===== config.mk =====
export PLATFORM = sky130hd
export DESIGN_NAME = mpab_ram
export DESIGN_NICKNAME = d
export VERILOG_FILES = /design/src/hdl/mpab_ram.sv
export SDC_FILE = /design/constraint.sdc
export NUM_CORES = 1
export LEC_CHECK = 0
export BUFFER_PORTS_ARGS = -buffer_cell sky130_fd_sc_hd__buf_2
export CAP_MARGIN = 20
export CORE_MARGIN = 5
export CORE_UTILIZATION = 48
export CTS_CLUSTER_DIAMETER = 100
export DETAILED_ROUTE_END_ITERATION = 10
export GPL_TIMING_DRIVEN = 0
export MAX_ROUTING_LAYER = met4
export PLACE_DENSITY = 0.74
export SKIP_CTS_REPAIR_TIMING = 1
export SLEW_MARGIN = 5
export SYNTH_ARGS = -nofsm -noshare
export SYNTH_HDL_FRONTEND = slang
export SYNTH_SLANG_ARGS = --single-unit

===== constraint.sdc =====
create_clock -name clock -period 1.2 [get_ports clock]
set_input_delay 0.3 -clock clock [delete_from_list [all_inputs] [get_ports clock]]
set_output_delay 0.3 -clock clock [all_outputs]
set_load 0.01 [all_outputs]

===== src/hdl/mpab_ram.sv =====
// generic single-write, single-read ram with registered read data
// no dependencies

module mpab_ram #(
   parameter int WIDTH = 8,
   parameter int DEPTH = 2,
   localparam int AW = $clog2(DEPTH)
) (
   input  logic             clock,
   input  logic             wr_en,
   input  logic [AW-1:0]    wr_addr,
   input  logic [WIDTH-1:0] wr_data,
   input  logic [AW-1:0]    rd_addr,
   output logic [WIDTH-1:0] rd_data
);

   logic [WIDTH-1:0] mem_ff [DEPTH];
   logic [WIDTH-1:0] rd_data_ff;

   always_ff @(posedge clock) begin
      if (wr_en) begin
         mem_ff[wr_addr] <= wr_data;
      end
      rd_data_ff <= mem_ff[rd_addr];
   end

   assign rd_data = rd_data_ff;

endmodule


Yosys cells after proc, flatten, opt, wreduce, memory -nomap -nowiden:

Memory sizes are Yosys's and may differ from the RTL's. A register that Yosys moved wholly into a read port is not among the register bits.
Cells that the tools add are included.

* flip-flop bits (word level): 0
* memory bits (writable): 16
* input port bits: 12
* output and inout port bits: 8
* word-level logic and storage cells: 3
* memories: 1

Memory list
* mem_ff: words 2, bits a word 8, rd ports 1, clocked after memory_dff 1, write ports 1, RTL line 17 `logic [WIDTH-1:0] mem_ff [DEPTH];`

* muxes and demuxes: 2

Operators by type and width (number)
* two-way mux 1 bit: 2

Logic depth before layout (Yosys ltp):

* word-level depth: 2
* mapped depth: 2
* mapped depth without buffers: 1

Least setup slack after synthesis:

No wires, ideal clock.

* kind: input port to flip-flop
* from: input wr_en
* to: memory mem_ff[0][0] (enable)
* library setup time: 0.373 ns
* arrival time: 0.720 ns
* data required time: 0.827 ns
* setup slack: 0.107 ns
* cell stages on the path: 1
* buffers on the path: 0
* path through: nor2b_1

* cells in the longest elaborated chain, start to end: 2

Ends and longest elaborated chain
* start, declared: RTL line 10 `input logic wr_en,`
* two-way mux 1 bit: RTL line 21 `if (wr_en) begin`
* two-way mux 1 bit (not written as such): RTL line 22 `mem_ff[wr_addr] <= wr_data;`
* end, declared: RTL line 17

Every way passes these cells.

Final worst setup path:

* from: register rd_data_ff[6], in the netlist rd_data[6] (read register of mem_ff)
* to: output rd_data[6]

RTL lines
* start, declared: RTL line 18 `logic [WIDTH-1:0] rd_data_ff;`
* end, declared: RTL line 14 `output logic [WIDTH-1:0] rd_data`

No word-level cell between the ends.

==> summary.md <==
| Metric | Value |
|---|---|
| Status | complete, no violations |
| Fin crit share | between 80 and 90% |
| Count of different cell masters after synthesis | 6 |
| Pin count of the biggest net entering global routing | 14 |
| Unrepaired setup endpoints after global routing | false |
| Worst Slack Setup Final | 0.152 ns |
| Highest ir drop seen on vdd | 1150 µV |
| Switching part of the total | ~19% |
| TritonRoute pass-1 iters | 2 |
| Critical setup path kind | flop to primary output |
| Fill cells | 118 |
| Number of buffers and inverters on the critical path | 1 |
| Starting density of the core | 51.5% |
| Die height | 50.4 µm |
| R2r worst-path depth | 1 |
| Die area | 0.00254 mm² |
| Library cell contributing the largest single delay on the critical path | dfxtp_1 |
| Worst-case hold path end point | mem_ff[0][0] |
| Kind of cell with the highest combined delay on the critical path | flip-flops |
| Number of instances on the worst hold path | 1 |
| Synth warn | 0 |
| Netlist area before placement | 785 µm² |
| Clock tree from TritonCTS | yes |
| Critical path data arrival time | 0.75 ns |
| Diodes inserted | 0 |
| Number of antenna violations at the first check in global routing | 0 |
| Max-slew violation count | 0 |
| M2 GR Usage | 12.3% |
| Sequential share of power | between 60% and 70% |
| Post-Synthesis Mean Instance Area | approximately 22 µm² |
| Ratio of routed vias to standard cells | 4.67 |
| H-tree level count | 1 |
| Final setup vio count | 0 |
| Total routing resource utilization after global routing | ~8.3% |
| Design area | 931 µm² |
| Power per Cell Area | around 1600 mW/mm² |
| Largest fanout of any net on the critical path | 1 |
| Cells traversed along the worst timing path | buf_2 |
| Worst setup slack before clock tree synthesis | -0.145 ns |
| Post-Route Skew | between 0.01 and 0.015 ns |
| Net Switching | around 270 µW |
| Mean routed wirelength per cell | 11.6 µm |
| Internal power | between 1 and 1.5 mW |
| Number of global-route vias before repair | 320 |
| Grt ovf | 0 |
| Grt met1 use | slightly above 7% |
| Placer congestion estimate | 0.581 |
| CTS Buffer Depth | 2 |
| Logic gate share of total power | 8.0% |
| DRC errors left | 0 |
| Layer with the highest usage after global routing | met2 |
| Launching point of the worst reg2reg path | mem_ff[0][4] |
| Clock net sink count | 24 |
| Synthesized instance count | 35 |
| Critical Path Start Type | flop |
| Clock period minus worst slack | between 1 and 1.5 ns |
| LEAKAGE | between 0.3 and 0.4 nW |
| Num CTS Buffers | 3 |
| Delay contributed by the slowest stage of the critical path | approximately 0.31 ns |
| Sum of routed wire length over all layers | 844 µm |
| First-pass GRT wire length | 1350 µm |
| Count of boundary I/O pins | 20 |
| Vias after detailed routing | 341 |
| Required time reported for the critical path endpoint | 0.90 ns |
| Site Rows | 14 |
| Placed inst area | 895 µm² |
| Class of the tightest hold or removal check | input port to flop |
| TNS Setup | 0 ns |
| Tightest Pin Transition | between 0.6 and 0.7 ns |
| Clock network fraction of design power | a little over a quarter |
| Share of the yosys chip area belonging to registers | 81.7% |
| Hold slack final | 0.171 ns |
| Worst R2R Setup Slack | 0.45 ns |
| Number of hold-slack violations in the final timing report | 0 |
| Post-synthesis to final-layout area growth | 18.7% |
| Endpoint class of the critical path | primary output |
| GR Layer Usage met3 | 6.51% |
| Yosys reg bits | 24 |
| Net total in the final layout | 70 |
| Die W | 50.4 µm |
| Capture instance of the worst register-to-register path | rd_data[4] |
| Max Clock Freq | 0.954 GHz |
| Antenna viol nets, final | 0 |
| CTS root buf | clkbuf_4 |
| Fraction of final layout cells with drive strength greater than 1 | 54.4% |
| Iteration-0 DRC Markers | 4 |
| Number of buffers added on ports | 18 |
| Clock-pin slew reported for the worst setup and hold paths after clock tree synthesis | 0.12 ns |
| Worst min-delay path startpoint | wr_data[0] |
| Core area | 0.00152 mm² |
| Number of nets in the synthesized netlist | 47 |
| Slew headroom | between 50% and 60% |
| Number of violations of the max-capacitance limit | 0 |
| Skew-Pair Late Insertion Delay | 0.31 ns |
-- logic make-up (layout without fill, tap and decap cells) --
kind of cell | count (synthesis) | in the layout | share of synthesized area [%]
buffers and inverters | 1 | 23 | 1.44
DFF | 24 | 24 | 81.7
muxes | 8 | 8 | 15.3
and+or+nand+nor | 2 | 2 | 1.60
-- metrics by stage --
| stage | total power, mW | cells | util (%) |
|---|---|---|---|
| 2_1_floorplan | 1.05 | 35 | - |
| 3_3_place_gp | 1.10 | 69 | 58.7 |
| 3_5_place_dp | 1.10 | 69 | 58.7 |
| 4_1_cts | 1.50 | 73 | 61.1 |
| 5_1_grt | 1.55 | 73 | 61.1 |
| 6_report | 1.47 | 73 | 61.1 |
-- cells in the final DEF, fill, tap and decap left out, drive strengths merged --
cell	Yosys	final
mux2	8	8
edfxtp	16	16
buf	1	19
and2	1	1
clkbuf	0	4
nor2b	1	1
dfxtp	8	8
-- metal layers --
metal,share of wire (%),vias to the layer above
met1,36,146
li1,-,175
met5,0,-
met3,14,3
met2,48,17
met4,1.7,0
-- worst max path at each step --
stage	start	end	slack, ns	cells after the start
global placement	wr_addr	mem_ff[0][0]	-0.13	2
floorplan	wr_en	mem_ff[0][0]	0.11	1
global route	rd_data[1]	rd_data[1]	0.09	1
CTS	rd_data[6]	rd_data[6]	0.13	1
finish	rd_data[6]	rd_data[6]	0.15	1
detailed placement	wr_addr	mem_ff[0][3]	-0.14	2
-- power groups by stage --
stage,registers (mW),logic (mW),clock network (mW)
6_report,0.958,0.118,0.396
5_1_grt,0.966,0.126,0.458
4_1_cts,0.960,0.121,0.417
3_5_place_dp,0.979,0.121,0
3_3_place_gp,0.977,0.119,0
2_1_floorplan,0.992,0.0569,0
-- flip-flops by register name (all words and copies together) (netlist names) --
signal,flops
mem_ff,16
rd_data,8
-- layout make-up --
| type | count | area [µm²] | share of cell area, % |
|---|---|---|---|
| flip-flops and latches | 24 | 641 | 68.8 |
| multi-input cells | 10 | 133 | 14.2 |
| repair buffers | 18 | 90.1 | 9.68 |
| plain buffers | 1 | 11.3 | 1.21 |
| well taps | 16 | 20.0 | 2.15 |
| clock buffers | 4 | 36.3 | 3.90 |
-- Yosys cell counts --
master / instances / share of area, %
and2_1: 1 / 0.80
buf_6: 1 / 1.4
dfxtp_1: 8 / 20
edfxtp_1: 16 / 61
mux2_4: 8 / 15
nor2b_1: 1 / 0.80
Note: power is estimated with default switching activity, not from simulation.
